[src/rtl/tabular_q_learning_agent_unit_assert.svh]
// Assertion macros for the agent's back end.
// Both macros sample on aclk and are switched off while aresetn is low.
`ifndef TABULAR_Q_LEARNING_AGENT_UNIT_ASSERT_SVH
`define TABULAR_Q_LEARNING_AGENT_UNIT_ASSERT_SVH

// The consequence must hold in the same cycle as the trigger.
`define TQLA_ASSERT_NOW(label, trig, prop, msg) \
    label: assert property (@(posedge aclk) disable iff (!aresetn) (trig) |-> (prop)) \
        else $error(msg);

// The consequence must hold in the cycle after the trigger.
`define TQLA_ASSERT_NEXT(label, trig, prop, msg) \
    label: assert property (@(posedge aclk) disable iff (!aresetn) (trig) |=> (prop)) \
        else $error(msg);

`endif

[src/rtl/tqla_pkg.sv]
package tqla_pkg;

    localparam int STATE_W     = 8;
    localparam int ACT_W       = 3;
    localparam int CFG_W       = 16;
    localparam int CFG_ADDR_W  = 3;
    localparam int QUEUE_DEPTH = 2;

    localparam logic [CFG_ADDR_W-1:0] CFG_LEARN_RATE   = 3'd0;
    localparam logic [CFG_ADDR_W-1:0] CFG_DISCOUNT     = 3'd1;
    localparam logic [CFG_ADDR_W-1:0] CFG_EXPLORE      = 3'd2;
    localparam logic [CFG_ADDR_W-1:0] CFG_FRUIT_REWARD = 3'd3;
    localparam logic [CFG_ADDR_W-1:0] CFG_CRASH_REWARD = 3'd4;
    localparam logic [CFG_ADDR_W-1:0] CFG_MOVE_REWARD  = 3'd5;

    localparam logic [CFG_W-1:0] RST_LEARN_RATE   = 16'd3277;
    localparam logic [CFG_W-1:0] RST_DISCOUNT     = 16'd58982;
    localparam logic [CFG_W-1:0] RST_EXPLORE      = 16'd19661;
    localparam logic [CFG_W-1:0] RST_FRUIT_REWARD = 16'd1000;
    localparam logic [CFG_W-1:0] RST_CRASH_REWARD = 16'hFC18;
    localparam logic [CFG_W-1:0] RST_MOVE_REWARD  = 16'd1;

    localparam logic OP_CHOOSE = 1'b0;
    localparam logic OP_LEARN  = 1'b1;

    localparam logic [1:0] OUTCOME_MOVE  = 2'd0;
    localparam logic [1:0] OUTCOME_FRUIT = 2'd1;
    localparam logic [1:0] OUTCOME_CRASH = 2'd2;

    localparam logic [31:0] ONE_Q16 = 32'h0001_0000;

    typedef struct packed {
        logic                     op;
        logic [STATE_W-1:0]       next_state;
        logic                     crash;
        logic signed [CFG_W-1:0]  reward;
        logic                     explore;
        logic [ACT_W-1:0]         rand_action;
    } item_t;

    typedef struct packed {
        logic [CFG_W-1:0] learn_rate;
        logic [CFG_W-1:0] discount;
    } coef_t;

endpackage

[src/rtl/tqla_front.sv]
module tqla_front #(
    parameter int NUM_STATES  = 16,
    parameter int NUM_ACTIONS = 3
) (
    input  logic                                aclk,
    input  logic                                aresetn,
    input  logic                                cfg_we,
    input  logic [tqla_pkg::CFG_ADDR_W-1:0]     cfg_addr,
    input  logic [tqla_pkg::CFG_W-1:0]          cfg_wdata,
    input  logic                                s_tvalid,
    output logic                                s_tready,
    input  logic [23:0]                         s_tdata,
    input  logic                                s_tuser,
    input  logic                                queue_full,
    output logic                                push,
    output tqla_pkg::item_t                     push_item,
    output tqla_pkg::coef_t                     coef
);

    localparam int SWF = tqla_pkg::STATE_W;
    localparam int AWF = tqla_pkg::ACT_W;

    logic [tqla_pkg::CFG_W-1:0] learn_rate_reg;
    logic [tqla_pkg::CFG_W-1:0] discount_reg;
    logic [tqla_pkg::CFG_W-1:0] explore_reg;
    logic [tqla_pkg::CFG_W-1:0] fruit_reg;
    logic [tqla_pkg::CFG_W-1:0] crash_reg;
    logic [tqla_pkg::CFG_W-1:0] move_reg;

    logic [3:0]  in_state;
    logic [1:0]  in_outcome;
    logic [15:0] in_draw;
    logic [1:0]  in_rand;

    always_ff @(posedge aclk) begin
        if (!aresetn) begin
            learn_rate_reg <= tqla_pkg::RST_LEARN_RATE;
            discount_reg   <= tqla_pkg::RST_DISCOUNT;
            explore_reg    <= tqla_pkg::RST_EXPLORE;
            fruit_reg      <= tqla_pkg::RST_FRUIT_REWARD;
            crash_reg      <= tqla_pkg::RST_CRASH_REWARD;
            move_reg       <= tqla_pkg::RST_MOVE_REWARD;
        end else if (cfg_we) begin
            unique case (cfg_addr)
                tqla_pkg::CFG_LEARN_RATE:   learn_rate_reg <= cfg_wdata;
                tqla_pkg::CFG_DISCOUNT:     discount_reg   <= cfg_wdata;
                tqla_pkg::CFG_EXPLORE:      explore_reg    <= cfg_wdata;
                tqla_pkg::CFG_FRUIT_REWARD: fruit_reg      <= cfg_wdata;
                tqla_pkg::CFG_CRASH_REWARD: crash_reg      <= cfg_wdata;
                tqla_pkg::CFG_MOVE_REWARD:  move_reg       <= cfg_wdata;
                default: begin
                end
            endcase
        end
    end

    assign in_state   = s_tdata[3:0];
    assign in_outcome = s_tdata[5:4];
    assign in_draw    = s_tdata[21:6];
    assign in_rand    = s_tdata[23:22];

    assign s_tready = !queue_full;
    assign push     = s_tvalid && !queue_full;

    always_comb begin
        push_item.op         = s_tuser;
        push_item.next_state = (32'(in_state) >= NUM_STATES) ? SWF'(NUM_STATES - 1)
                                                             : SWF'(in_state);
        push_item.crash      = (in_outcome == tqla_pkg::OUTCOME_CRASH);
        push_item.explore    = (in_draw < explore_reg);
        push_item.rand_action = (32'(in_rand) >= NUM_ACTIONS) ? AWF'(NUM_ACTIONS - 1)
                                                              : AWF'(in_rand);
        unique case (in_outcome)
            tqla_pkg::OUTCOME_FRUIT: push_item.reward = fruit_reg;
            tqla_pkg::OUTCOME_CRASH: push_item.reward = crash_reg;
            default:                 push_item.reward = move_reg;
        endcase
    end

    assign coef.learn_rate = learn_rate_reg;
    assign coef.discount   = discount_reg;

endmodule

[config.mk]
export PLATFORM = sky130hd
export DESIGN_NAME = tqla_front
export DESIGN_NICKNAME = d
export VERILOG_FILES = /design/src/rtl/tabular_q_learning_agent_unit_assert.svh /design/src/rtl/tqla_pkg.sv /design/src/rtl/tqla_front.sv
export SDC_FILE = /design/constraint.sdc
export NUM_CORES = 1
export LEC_CHECK = 0
export BUFFER_PORTS_ARGS = -buffer_cell sky130_fd_sc_hd__buf_2
export CORE_MARGIN = 10
export CORE_UTILIZATION = 40
export CTS_CLUSTER_SIZE = 40
export DETAILED_ROUTE_END_ITERATION = 7
export GPL_TIMING_DRIVEN = 0
export PLACE_DENSITY = 0.71
export SLEW_MARGIN = 20
export SYNTH_ARGS = -nofsm -noshare
export SYNTH_HDL_FRONTEND = slang
export SYNTH_SLANG_ARGS = --single-unit
[constraint.sdc]
create_clock -name aclk -period 2.35 [get_ports aclk]
set_clock_uncertainty 0.15 [all_clocks]
set_input_delay 0.1175 -clock aclk [delete_from_list [all_inputs] [get_ports aclk]]
set_output_delay 0.1175 -clock aclk [all_outputs]
set_load 0.02 [all_outputs]
==> flow_metrics.py <==
metrics = {
    "sta": {
        "finalWorstSetupSlack_ns": 0.1094,
        "hold_viol": 0,
        "post-route-period-util_pct": 95.34,
        "fmax_mhz": 446.3,
        "finalSetupTns_ns": 0,
        "holdWs_ns": 0.02887,
        "period_needed_ns": 2.241,
        "report.final.slew_viol_count": 0,
        "max_slew_margin_pct": 62.22,
        "setup_viol": 0,
        "rsz0062_at_grt": "no",
        "worst_slew_pin_slew_ns": 0.5667,
    },
    "floorplan": {
        "die_height_um": 123.4,
        "die_w_um": 123.4,
        "initial_utilization_pct": 41.23,
        "rows": 37,
        "ios": 113,
        "core_area_um2": 10370,
        "die_area_um2": 15220,
    },
    "yosys": {
        "ys_seq_area_share_pct": 44.95,
        "synth-async-reset-ratio_pct": 0,
        "synth.area.top_cells": "dfxtp_1, nand2_1, a21boi_0",
        "netlist_area_um2": 4275,
        "yosysTopAreaCellShare_pct": 44.95,
        "yosysUniqueCellTypes": 32,
        "netlist.top_cell.by_area": "dfxtp_1",
        "ys_seq_elements": 96,
        "syn_area_per_cell_um2": 7.830,
        "syn_inst": 546,
        "synth_edf_count": 0,
        "synth_flop_cell": "dfxtp_1",
        "yosys_warnings": 0,
    },
    "cells_and_area": {
        "nets": 743,
        "final_util_pct": 51.62,
        "nFillCells": 1030,
        "syn_to_final_growth_pct": 25.20,
        "final_cell_mix": "nand2_1, buf_2, dfxtp_1",
        "fin_cells": 818,
        "mostFrequentLayoutCell": "nand2_1",
        "final_area_um2": 5353,
        "n_antenna_cell": 0,
        "final_layout_size_suffix_gt1_share_pct": 21.26,
    },
    "critical_path": {
        "start_kind": "flip-flop",
        "cp.required_ns": 2.08,
        "rr_worst_depth": 2,
        "crit_path_end_kind": "primary output",
        "cp_max_fo": 2,
        "crit_type": "flip-flop to primary output",
        "worstPathArrival_ns": 1.97,
    },
    "placed_design": {
        "dp_slack_ns": 0.2555,
        "port-buffer-count": 99,
        "dpl.cell_count": 785,
        "hpwl_mm": 10.00,
        "place_congestion": 0.8555,
        "dpl-instance-area_um2": 4956,
    },
    "clock_tree": {
        "cts_tree": "yes",
        "clk_pin_slew_ns": 0.09,
        "numCtsBuffers": 9,
        "cts_root_buf": "clkbuf_8",
        "cts.sinks": 96,
        "h-tree-depth": 3,
        "cts_buffer_depth": 2,
        "insertion_delay_ns": 0.35,
    },
    "global_route": {
        "antenna_found_initial": 0,
        "grt.busiest_layer": "met2",
        "grt-ovfl-total": 0,
        "grt_pass1_vias": 4340,
        "grt_max_degree": 17,
        "grt_util_met2_pct": 29.93,
        "grt_pass1_wl_mm": 21.91,
        "met1_usage_pct": 22.94,
        "grtUsageMet3_pct": 4.968,
        "track_usage_pct": 18.24,
    },
    "power": {
        "total_power_mw": 3.348,
        "max-vdd-ir-drop_uv": 325.3,
        "power_density_nw_per_um2": 625.4,
        "p_leak_nw": 2.348,
    },
    "run": {
        "cap_violations": 0,
    },
    "min_path": {
        "worstHoldPathType": "primary input to flip-flop",
        "hold_path_depth": 2,
    },
    "routing": {
        "final_antenna_net_count": 0,
        "wl_per_cell_um": 16.64,
        "wirelength_mm": 13.61,
        "vias": 4197,
        "first_pass_iters": 5,
        "drcViolationCount": 0,
        "drt_first_iter_violations": 254,
        "routed_via_density": 5.131,
    },
    "status": {
        "status": "completed",
    },
}
[metal layers]
metal / vias up / wire, um
met1: 1972 / 5853
li1: 2047 / -
met3: 21 / 1258
met4: 0 / 201
met5: - / 0
met2: 157 / 6299
[report_power, final]
part | total [mW] | internal [mW] | switching [mW]
Combinational | 0.472 | 0.176 | 0.297
Clock | 1.18 | 0.599 | 0.584
Sequential | 1.69 | 1.67 | 0.0220
Total | 3.35 | 2.44 | 0.903
[worst max-delay path: stages (launching register included)]
cell and delay, ns:
dfxtp_2 0.34, inv_1 0.04, ha_1 0.29, a21o_1 0.16, a21o_1 0.17, a221o_1 0.35, a21oi_2 0.11, buf_4 0.15
[final timing paths]
check	startpoint	endpoint	slack, ns
setup reg to reg	move_reg[2]$_SDFFE_PN0P_	move_reg[2]$_SDFFE_PN0P_	1.51
hold reg to reg	explore_reg[13]$_SDFFE_PN0P_	explore_reg[13]$_SDFFE_PN0P_	0.32
setup / recovery	explore_reg[13]$_SDFFE_PN0P_	push_item[3]	0.11
hold / removal	aresetn	crash_reg[0]$_SDFFE_PN0P_	0.03
[synthesized netlist by cell type, drive strengths merged, types with 2 or more instances]
cell type,count
a21boi,57
a21o,3
o21ai,18
dfxtp,96
nand3,35
ha,17
nand2,206
nor2b,3
inv,20
a21oi,3
nor2,4
nand4,2
nand2b,3
buf,22
a22oi,16
nor3,3
clkbuf,21
o211ai,7
and3,2
[repair_timing]
action,in CTS,in global routing
endpoints found under the setup margin,0,1
resized for setup,0,5
setup buffers,0,0
endpoints found under the hold margin,95,0
hold buffers,17,0
[kinds of logic (layout without fill, tap and decap cells)]
logic type / after synthesis / in the layout / synth area share (%)
simple gates: 261 / 261 / 25.34
compound gates: 108 / 108 / 17.85
flops: 96 / 96 / 44.95
buf+inv: 63 / 195 / 6.789
fa+ha+maj: 17 / 17 / 4.975
other cells: 1 / 5 / 0.08771
[final cells by class]
| cell class | instances | area (um^2) | area share (%) |
|---|---|---|---|
| buffer | 43 | 215.2 | 4.021 |
| clock buffer | 9 | 123.9 | 2.314 |
| clock inverter | 7 | 93.84 | 1.753 |
| inverter | 20 | 75.07 | 1.403 |
| multi-input combinational | 391 | 2083 | 38.92 |
| sequential | 96 | 1923 | 35.93 |
| tap | 136 | 170.2 | 3.179 |
| timing repair buffer | 116 | 668.1 | 12.48 |
Power figures use the tool's default switching activity.
