--- config.mk ---
export PLATFORM = sky130hd
export DESIGN_NAME = tqla_fifo
export DESIGN_NICKNAME = d
export VERILOG_FILES = /design/src/rtl/tabular_q_learning_agent_unit_assert.svh /design/src/rtl/tqla_pkg.sv /design/src/rtl/tqla_fifo.sv
export SDC_FILE = /design/constraint.sdc
export NUM_CORES = 1
export LEC_CHECK = 0
export ABC_AREA = 1
export BUFFER_PORTS_ARGS = -buffer_cell sky130_fd_sc_hd__buf_4
export CORE_AREA = 2 2 104 106
export CTS_BUF_LIST = sky130_fd_sc_hd__clkbuf_2 sky130_fd_sc_hd__clkbuf_4 sky130_fd_sc_hd__clkbuf_8
export DETAILED_ROUTE_END_ITERATION = 6
export DIE_AREA = 0 0 106 108
export HOLD_SLACK_MARGIN = 0.05
export PLACE_DENSITY = 0.53
export SYNTH_ARGS = -nofsm -noshare
export SYNTH_HDL_FRONTEND = slang
export SYNTH_SLANG_ARGS = --single-unit
--- constraint.sdc ---
create_clock -name aclk -period 3.78 [get_ports aclk]
set_input_delay 0.189 -clock aclk [delete_from_list [all_inputs] [get_ports aclk]]
set_output_delay 0.189 -clock aclk [all_outputs]
set_load 0.03 [all_outputs]
--- src/rtl/tabular_q_learning_agent_unit_assert.svh ---
// Assertion macros for the agent's back end.
// Both macros sample on aclk and are switched off while aresetn is low.
`ifndef TABULAR_Q_LEARNING_AGENT_UNIT_ASSERT_SVH
`define TABULAR_Q_LEARNING_AGENT_UNIT_ASSERT_SVH

// The consequence must hold in the same cycle as the trigger.
`define TQLA_ASSERT_NOW(label, trig, prop, msg) \
    label: assert property (@(posedge aclk) disable iff (!aresetn) (trig) |-> (prop)) \
        else $error(msg);

// The consequence must hold in the cycle after the trigger.
`define TQLA_ASSERT_NEXT(label, trig, prop, msg) \
    label: assert property (@(posedge aclk) disable iff (!aresetn) (trig) |=> (prop)) \
        else $error(msg);

`endif

--- src/rtl/tqla_pkg.sv ---
package tqla_pkg;

    localparam int STATE_W     = 8;
    localparam int ACT_W       = 3;
    localparam int CFG_W       = 16;
    localparam int CFG_ADDR_W  = 3;
    localparam int QUEUE_DEPTH = 2;

    localparam logic [CFG_ADDR_W-1:0] CFG_LEARN_RATE   = 3'd0;
    localparam logic [CFG_ADDR_W-1:0] CFG_DISCOUNT     = 3'd1;
    localparam logic [CFG_ADDR_W-1:0] CFG_EXPLORE      = 3'd2;
    localparam logic [CFG_ADDR_W-1:0] CFG_FRUIT_REWARD = 3'd3;
    localparam logic [CFG_ADDR_W-1:0] CFG_CRASH_REWARD = 3'd4;
    localparam logic [CFG_ADDR_W-1:0] CFG_MOVE_REWARD  = 3'd5;

    localparam logic [CFG_W-1:0] RST_LEARN_RATE   = 16'd3277;
    localparam logic [CFG_W-1:0] RST_DISCOUNT     = 16'd58982;
    localparam logic [CFG_W-1:0] RST_EXPLORE      = 16'd19661;
    localparam logic [CFG_W-1:0] RST_FRUIT_REWARD = 16'd1000;
    localparam logic [CFG_W-1:0] RST_CRASH_REWARD = 16'hFC18;
    localparam logic [CFG_W-1:0] RST_MOVE_REWARD  = 16'd1;

    localparam logic OP_CHOOSE = 1'b0;
    localparam logic OP_LEARN  = 1'b1;

    localparam logic [1:0] OUTCOME_MOVE  = 2'd0;
    localparam logic [1:0] OUTCOME_FRUIT = 2'd1;
    localparam logic [1:0] OUTCOME_CRASH = 2'd2;

    localparam logic [31:0] ONE_Q16 = 32'h0001_0000;

    typedef struct packed {
        logic                     op;
        logic [STATE_W-1:0]       next_state;
        logic                     crash;
        logic signed [CFG_W-1:0]  reward;
        logic                     explore;
        logic [ACT_W-1:0]         rand_action;
    } item_t;

    typedef struct packed {
        logic [CFG_W-1:0] learn_rate;
        logic [CFG_W-1:0] discount;
    } coef_t;

endpackage

--- src/rtl/tqla_fifo.sv ---
module tqla_fifo (
    input  logic            aclk,
    input  logic            aresetn,
    input  logic            wr_en,
    input  tqla_pkg::item_t wr_item,
    output logic            full,
    input  logic            rd_en,
    output tqla_pkg::item_t rd_item,
    output logic            empty
);

    localparam int DEPTH = tqla_pkg::QUEUE_DEPTH;
    localparam int PW    = (DEPTH > 1) ? $clog2(DEPTH) : 1;
    localparam int CW    = $clog2(DEPTH + 1);

    tqla_pkg::item_t entries_reg [DEPTH];
    logic [PW-1:0]   wr_ptr_reg;
    logic [PW-1:0]   rd_ptr_reg;
    logic [CW-1:0]   count_reg;

    assign full    = (count_reg == CW'(DEPTH));
    assign empty   = (count_reg == '0);
    assign rd_item = entries_reg[rd_ptr_reg];

    always_ff @(posedge aclk) begin
        if (wr_en) begin
            entries_reg[wr_ptr_reg] <= wr_item;
        end
    end

    always_ff @(posedge aclk) begin
        if (!aresetn) begin
            wr_ptr_reg <= '0;
            rd_ptr_reg <= '0;
            count_reg  <= '0;
        end else begin
            if (wr_en) begin
                wr_ptr_reg <= (wr_ptr_reg == PW'(DEPTH - 1)) ? '0 : wr_ptr_reg + 1'b1;
            end
            if (rd_en) begin
                rd_ptr_reg <= (rd_ptr_reg == PW'(DEPTH - 1)) ? '0 : rd_ptr_reg + 1'b1;
            end
            if (wr_en && !rd_en) begin
                count_reg <= count_reg + 1'b1;
            end else if (rd_en && !wr_en) begin
                count_reg <= count_reg - 1'b1;
            end
        end
    end

endmodule

==> results of run 1 <==
==> Yosys cell counts <==
| cell | number |
|---|---|
| edfxtp_1 | 60 |
| mux2_4 | 30 |
| nor2_1 | 9 |
| inv_1 | 8 |
| nand2_1 | 8 |
| dfxtp_1 | 5 |
| buf_6 | 3 |
| a21oi_1 | 1 |
| ha_1 | 1 |
| nand3_1 | 1 |
| nand4_1 | 1 |
| o21ai_0 | 1 |
==> cell type report <==
class                      instances  area [sq um]  share of cell area
tap                              136         170.2             0.04675
inverter                           8         30.03            0.008250
clock buffer                       9         123.9             0.03403
sequential                        65          1903              0.5229
multi-input combinational         52         555.5              0.1526
clock inverter                     7         61.31             0.01684
timing repair buffer              96         795.8              0.2186
==> through the flow <==
step | cells | hold slack [ns] | power (uW)
after floorplan | 128 | 0.2879 | 1015
after global placement | 327 | 0.3733 | 1109
after detailed placement | 327 | 0.3764 | 1112
after CTS | 373 | 0.08518 | 1706
after global routing | 373 | 0.1027 | 1751
final | 373 | 0.1081 | 1673
==> metal layers <==
metal  part of all wire  vias to the layer above
met5                  0                        -
met2               0.49                       46
met1               0.43                      686
met3              0.046                       12
li1                   -                      682
met4              0.034                        0
==> cells by family after synthesis <==
logic type | share of synthesized area
fa+ha+maj | 0.004977
flops | 0.7566
simple gates | 0.02986
buf+inv | 0.02539
compound gates | 0.003978
mux | 0.1792
==> where the power goes <==
group / switching, uW / internal (uW) / leakage [uW]
sequential: 24.7 / 830 / 0.000605
clock: 261 / 296 / 0.0000877
combinational: 127 / 134 / 0.000764
total: 413 / 1260 / 0.00146
==> how the worst max path moves through the flow <==
stage	from	end	slack, ns	cells after the start
after floorplan	wr_ptr_reg	entries_reg[0][0]	1.77	1
after detailed placement	flip-flop	rd_item[24]	1.95	2
after CTS	flip-flop	rd_item[24]	1.56	2
after global routing	flip-flop	rd_item[16]	1.55	2
final	flip-flop	rd_item[15]	1.67	2
after global placement	flip-flop	rd_item[15]	1.94	2
==> cell usage in the layout (no fill, tap or decap), drive strengths merged <==
master       instances
o21ai                1
nand4                1
clkbuf               9
dlygate4sd3         30
nor2                 9
nand3                1
clkinv               4
clkinvlp             2
buf                 66
edfxtp              60
a21oi                1
dfxtp                5
mux2                30
nand2                8
ha                   1
inv                  8
bufinv               1
==> worst reg2reg max path, delay by kind of cell, from the launching register on <==
family | cells | cell delay [ns]
buffers and inverters | 2 | 0.96
DFF | 1 | 0.39
and+or+nand+nor | 1 | 0.10
==> results.toml, run 1 <==
[placement]
place_area_sq_mm = 0.003154
place.gp.congestion = 0.6848
place_ws_ns = 1.952
portBuffers = 65
hpwl_mm = 2.806

[setup_path]
critPathLaunchType = "flip-flop"
arrival_ns = 1.92
cp_slowest_cell = "dfxtp_2"
crit_type = "flip-flop to primary output"
r2r-end = "entries_reg[1][3]"
path_cells = "mux2_4, buf_4"
worstPathMaxFanout = 30
critPathBufInv = 1
r2r_cells = 3
timing.reg2reg.setup_slack_ns = 2.02
cp.required_ns = 3.59
reg2reg_from = "wr_ptr_reg"
cp_top_family = "flip-flops"
max_stage_delay_ns = 1.04
crit_path_end_kind = "primary output"

[run]
max-cap-violations = 0

[layout]
diodes = 0
area_growth_pct = 44.80
drive_gt1_frac = 0.4684
final_area_sq_mm = 0.003640
final_nets = 267
nFillCells = 1006
utilization = 0.3558
largest_register_ffs = 60

[yosys]
synth_cell_types = 12
ys_warn_count = 0
synth_cells = 128
synth_area_leader_cell = "edfxtp_1"
syn_area_sq_mm = 0.002514
synth_top_area_frac = 0.7168
syn_area_per_cell_sq_um = 19.64
synth-seq-cells = 65
seq_area_frac_synth = 0.7566
syn_nets = 163
synth_area_leaders = "edfxtp_1 (72%), mux2_4 (18%), dfxtp_1 (4.0%)"

[floorplanning]
initial_core_util = 0.2457
die_h_microns = 108
core_area_sq_mm = 0.01023
num_io_pins = 66
die_w_microns = 106
die_area_sq_mm = 0.01145
rows = 37

[global_route]
met3_usage = 0.02351
grt_max_degree = 31
grt_pass1_wl_mm = 7.079
antenna_found_initial = 0
met2_usage = 0.1318
grt_overflow = 0
grt_pass1_vias = 1404
grt_use_total = 0.08533
grt_use_met1 = 0.1005
gr-max-usage-layer = "met2"

[status]
status = "finished, final reports clean"

[sta]
rsz0062_at_grt = "no"
tns_ns = 0
slew-limit-headroom = 0.2813
skew_ns = 0.005664
fin_crit_ns = 2.110
period_share = 0.5582
max_freq_mhz = 473.9
setup_slack_ns = 1.670
setup_viol = 0
worst_pin_slew_ns = 1.078
drv_slew = 0
finalHoldViolCount = 0

[worst_hold_path]
min-delay-start = "rd_en"
hp-class = "primary input to flip-flop"
whs_path_depth = 3

[clock_network]
tritoncts = "done"
htree_levels = 3
root_buffer = "clkbuf_8"
cts_setup_buffers = 0
clk_path_buf_depth = 2
cts_hold_buf = 30
cts_resized = 0
clkTransAtPathRegs_ns = 0.06
clk-insertion-delay-late_ns = 0.34
cts_num_sinks = 65
cts_buffers = 9

[drt]
via_per_inst = 3.823
vias = 1426
wl_mm = 4.693
wl_per_cell_microns = 12.58
ant_nets = 0
drtIter0Drc = 44
route.detailed.drc = 0
first_pass_iters = 4

[power_and_ir_drop]
irDropWorstVdd_mv = 0.1272
p_leak_uw = 0.001456
powerDensity_mw_per_mm2 = 459.6
Power figures use the tool's default switching activity.
==> run 2: changes to the inputs <==
Settings changed: PLACE_DENSITY 0.53 to 0.55.
Clock period 3.78 ns to 1.8 ns, I/O delays scaled along.
==> results.toml, run 2 (synthesis gave the netlist of run 1 again) <==
[status]
status = "finished, final reports clean"

[sta]
worst_pin_slew_ns = 0.2521
max_freq_mhz = 562.2
period_share = 0.9882
drv_slew = 0
rsz0062_at_grt = "no"
setup_slack_ns = 0.02124
slew-limit-headroom = 0.8319
setup_viol = 0
finalHoldViolCount = 0
skew_ns = 0.004567
tns_ns = 0
fin_crit_ns = 1.779

[layout]
final_common_cell = "buf_4"
final_cell_mix = "buf_4 (69), edfxtp_1 (60), dlygate4sd3_1 (34), mux2_4 (30), clkbuf_8 (9)"
diodes = 0
fin_cells = 380
area_growth_pct = 46.84
utilization = 0.3608
drive_gt1_frac = 0.4672
largest_register_ffs = 60
final_nets = 275

[setup_path]
reg2reg_from = "wr_ptr_reg"
arrival_ns = 1.99
path_cells = "dlygate4sd3_1, buf_4, nand2_1, dlygate4sd3_1, nor2_1, dlygate4sd3_1"
cp.required_ns = 2.01
path_common_cell = "dlygate4sd3_1"
crit_path_start = "aresetn"
worstPathMaxFanout = 4
cp_slowest_cell = "dlygate4sd3_1"
cp_top_family = "buffers and inverters"
critPathBufInv = 4
critPathLaunchType = "primary input"
crit_type = "primary input to flip-flop"
crit_path_end_kind = "flip-flop"
max_stage_delay_ns = 0.55

[drt]
route.detailed.drc = 0
vias = 1453
wl_per_cell_microns = 11.99
via_per_inst = 3.824
first_pass_iters = 4
wl_mm = 4.556
ant_nets = 0
drtIter0Drc = 39

[worst_hold_path]
min-delay-start = "wr_en"
hp-class = "primary input to flip-flop"

[power_and_ir_drop]
irDropWorstVdd_mv = 0.2883
p_leak_uw = 0.001484
powerDensity_mw_per_mm2 = 901.1

[clock_network]
root_buffer = "clkbuf_8"
tritoncts = "done"
cts_buffers = 9
clk-insertion-delay-late_ns = 0.33
clkTransAtPathRegs_ns = 0.06
cts_setup_buffers = 0
htree_levels = 3
cts_num_sinks = 65
clk_path_buf_depth = 2

[placement]
place_ws_ns = 0.5100
dp.cells = 331
portBuffers = 65
place.gp.congestion = 0.6613
hpwl_mm = 2.940

[floorplanning]
core_area_sq_mm = 0.01023
die_h_microns = 108
die_area_sq_mm = 0.01145
rows = 37
num_io_pins = 66
die_w_microns = 106
initial_core_util = 0.2457

[global_route]
gr-max-usage-layer = "met2"
grt_pass1_vias = 1449
grt_use_met1 = 0.08948
grt_pass1_wl_mm = 6.893
grt_max_degree = 27
met3_usage = 0.03376
met2_usage = 0.1355
grt_use_total = 0.08290
antenna_found_initial = 0
grt_overflow = 0

[run]
max-cap-violations = 0
run 2: cell types whose count changed in the layout (fill, tap and decap cells not counted):
cell and change:
dlygate4sd3_1 +4, buf_4 +3, clkinv_1 +2, buf_12 +1, bufinv_16 -1, clkinv_2 -1
clkinvlp_4 -1, dfxtp_1 -1, dfxtp_2 +1, nand2_1 -1, nand2_2 +1
run 2: worst register-to-register path, delay by kind of cell (launching register included):
| family | cells | cell delay [ns] |
|---|---|---|
| buf+inv | 2 | 1.09 |
| flops | 1 | 0.37 |
| simple gates | 3 | 0.16 |
run 2: worst paths after layout:
path / end / slack [ns] / depth (start not counted)
worst max-delay path: wr_ptr_reg / 0.02 / 6
worst min-delay path: count_reg[0] / 0.14 / 3
worst max register to register: wr_ptr_reg / 0.07 / 5
worst min register to register: rd_ptr_reg / 0.50 / 2
run 2: per-layer routing:
layer  share of wire  vias to the layer above
met5               0                        -
met3           0.054                       13
li1                -                      697
met1            0.42                      695
met2            0.49                       48
met4           0.032                        0
run 2: area by class of cell:
| class | count | area, sq um |
|---|---|---|
| multi-input combinational | 52 | 558.0 |
| sequential | 65 | 1904 |
| clock buffer | 9 | 123.9 |
| inverter | 8 | 30.03 |
| clock inverter | 6 | 26.28 |
| fill | 975 | 6540 |
| tap | 136 | 170.2 |
| timing repair buffer | 104 | 878.3 |
run 2: per-stage QoR:
stage                     power [uW]  hold slack (ns)  instance area, sq um
after CTS                       3380           0.1065                  3687
after global placement          2336           0.2746                  3197
after detailed placement        2345           0.2777                  3197
final                           3326           0.1361                  3691
after floorplan                 2132           0.1889                  2516
after global routing            3481           0.1478                  3691
run 2: repair_timing:
item | 4_1_cts | 5_1_grt
hold buffers | 34 | 0
endpoints found under the setup margin | 0 | 1
gates resized for setup | 0 | 2
endpoints found under the hold margin | 65 | 0
run 2: power by group:
part	internal, uW	switching [uW]
registers	1740	28.6
clock network	467	495
logic	298	294
total	2510	818
==> run 3: changes to the inputs <==
==> constraint.sdc (replaced) <==
create_clock -name aclk -period 1.5 [get_ports aclk]
set_input_delay 0.225 -clock aclk [delete_from_list [all_inputs] [get_ports aclk]]
set_output_delay 0.225 -clock aclk [all_outputs]
set_load 0.03 [all_outputs]
==> results.toml, run 3 (synthesis gave the netlist of run 1 again) <==
[layout]
final_cell_mix = "edfxtp_1 (60), buf_4 (39), mux2_4 (30), buf_6 (30), clkbuf_8 (9)"
diodes = 0
drive_gt1_frac = 0.5434
nFillCells = 1006
final_common_cell = "edfxtp_1"
final_nets = 249
largest_register_ffs = 60
area_growth_pct = 43.40

[floorplanning]
rows = 37
die_w_microns = 106
die_area_sq_mm = 0.01145
core_area_sq_mm = 0.01023
num_io_pins = 66
die_h_microns = 108
initial_core_util = 0.2457

[sta]
drv_slew = 0
max_freq_mhz = 625.0
finalHoldViolCount = 0
setup_slack_ns = -0.1001
worst_pin_slew_ns = 0.2693
fin_crit_ns = 1.600
slew-limit-headroom = 0.8205
period_share = 1.067
setup_viol = 30
skew_ns = 0.007111
rsz0062_at_grt = "yes"
whs_ns = 0.07441

[placement]
hpwl_mm = 2.991
portBuffers = 65
place.gp.congestion = 0.5951
place_ws_ns = 0.2039

[status]
status = "finished with violations"
violations = "setup timing"

[clock_network]
root_buffer = "clkbuf_8"
tritoncts = "done"
clk_path_buf_depth = 2
clkTransAtPathRegs_ns = 0.07
htree_levels = 3
cts_buffers = 9
cts_num_sinks = 65
clk-insertion-delay-late_ns = 0.33

[setup_path]
reg2reg_from = "wr_ptr_reg"
worstPathMaxFanout = 12
arrival_ns = 1.38
crit_type = "flip-flop to primary output"
cp.required_ns = 1.27
critPathLaunchType = "flip-flop"
crit_path_end_kind = "primary output"

[run]
max-cap-violations = 0

[power_and_ir_drop]
internal_power_uw = 3210
switchingPower_uw = 1021
irDropWorstVdd_mv = 0.5313
clockPowerShare = 0.325
powerDensity_mw_per_mm2 = 1174
combPwrFrac = 0.173
p_seq_frac = 0.502
switching_share = 0.2413
p_leak_uw = 0.001447

[global_route]
grt_overflow = 0
grt_max_degree = 19
grt_use_total = 0.08277
grt_pass1_wl_mm = 6.858
antenna_found_initial = 0
grt_pass1_vias = 1348

[drt]
route.detailed.drc = 0
ant_nets = 0
wl_mm = 4.482
via_per_inst = 3.783
vias = 1343
wl_per_cell_microns = 12.63
drtIter0Drc = 37
first_pass_iters = 5

[worst_hold_path]
hp-class = "primary input to flip-flop"
min-delay-start = "wr_item[13]"
-- run 3: metal layers --
metal / vias up / track usage / routed length, microns
li1: 649 / - / -
met1: 643 / 0.09943 / 1994
met3: 7 / 0.03496 / 308
met2: 44 / 0.1263 / 2136
met4: 0 / 0.04511 / 42
met5: - / 0 / 0
-- run 3: power groups by stage --
stage	sequential, uW	clock, uW	combinational [uW]
after floorplan	2150	0	406
after global placement	2160	0	656
after detailed placement	2160	0	661
after CTS	2120	1450	741
after global routing	2130	1530	778
final	2120	1380	731
-- run 3: repair_timing --
item | 4_1_cts | 5_1_grt
hold buffers | 4 | 2
gates resized for setup | 32 | 0
setup endpoints to repair | 30 | 30
setup buffers | 0 | 0
cloned | 1 | 0
endpoints found under the hold margin | 6 | 3
-- run 3: cell type report --
cell class	instances	area, sq um	share of cell area
clock buffers	9	123.9	0.03436
clock inverters	7	61.31	0.01701
inverters	8	30.03	0.008330
multi-input cells	52	555.5	0.1541
flip-flops and latches	65	1906	0.5286
well taps	136	170.2	0.04721
repair buffers	78	758.2	0.2103
-- run 3: critical path, stage by stage (launching register included) --
cell	delay [ns]
dfxtp_4	0.41
buf_12	0.17
mux2_4	0.32
buf_6	0.14
-- run 3: stage by stage --
step                      utilization  total power, uW  TNS [ns]  instances  instance area, sq um
after global routing           0.3523             4435    -4.456        355                  3605
after CTS                      0.3504             4316    -3.676        353                  3585
after detailed placement       0.3144             2823         0        332                  3217
final                          0.3523             4231    -2.475        355                  3605
after global placement         0.3144             2813         0        332                  3217
after floorplan                     -             2560         0        128                  2521
-- run 3: path summary, 6_finish.rpt --
kind | to | slack, ns | cells after the start
hold reg to reg | rd_ptr_reg | 0.50 | 2
hold / removal | entries_reg[1][13] | 0.07 | 1
setup reg to reg | entries_reg[1][12] | 0.35 | 3
setup / recovery | rd_item[26] | -0.10 | 3
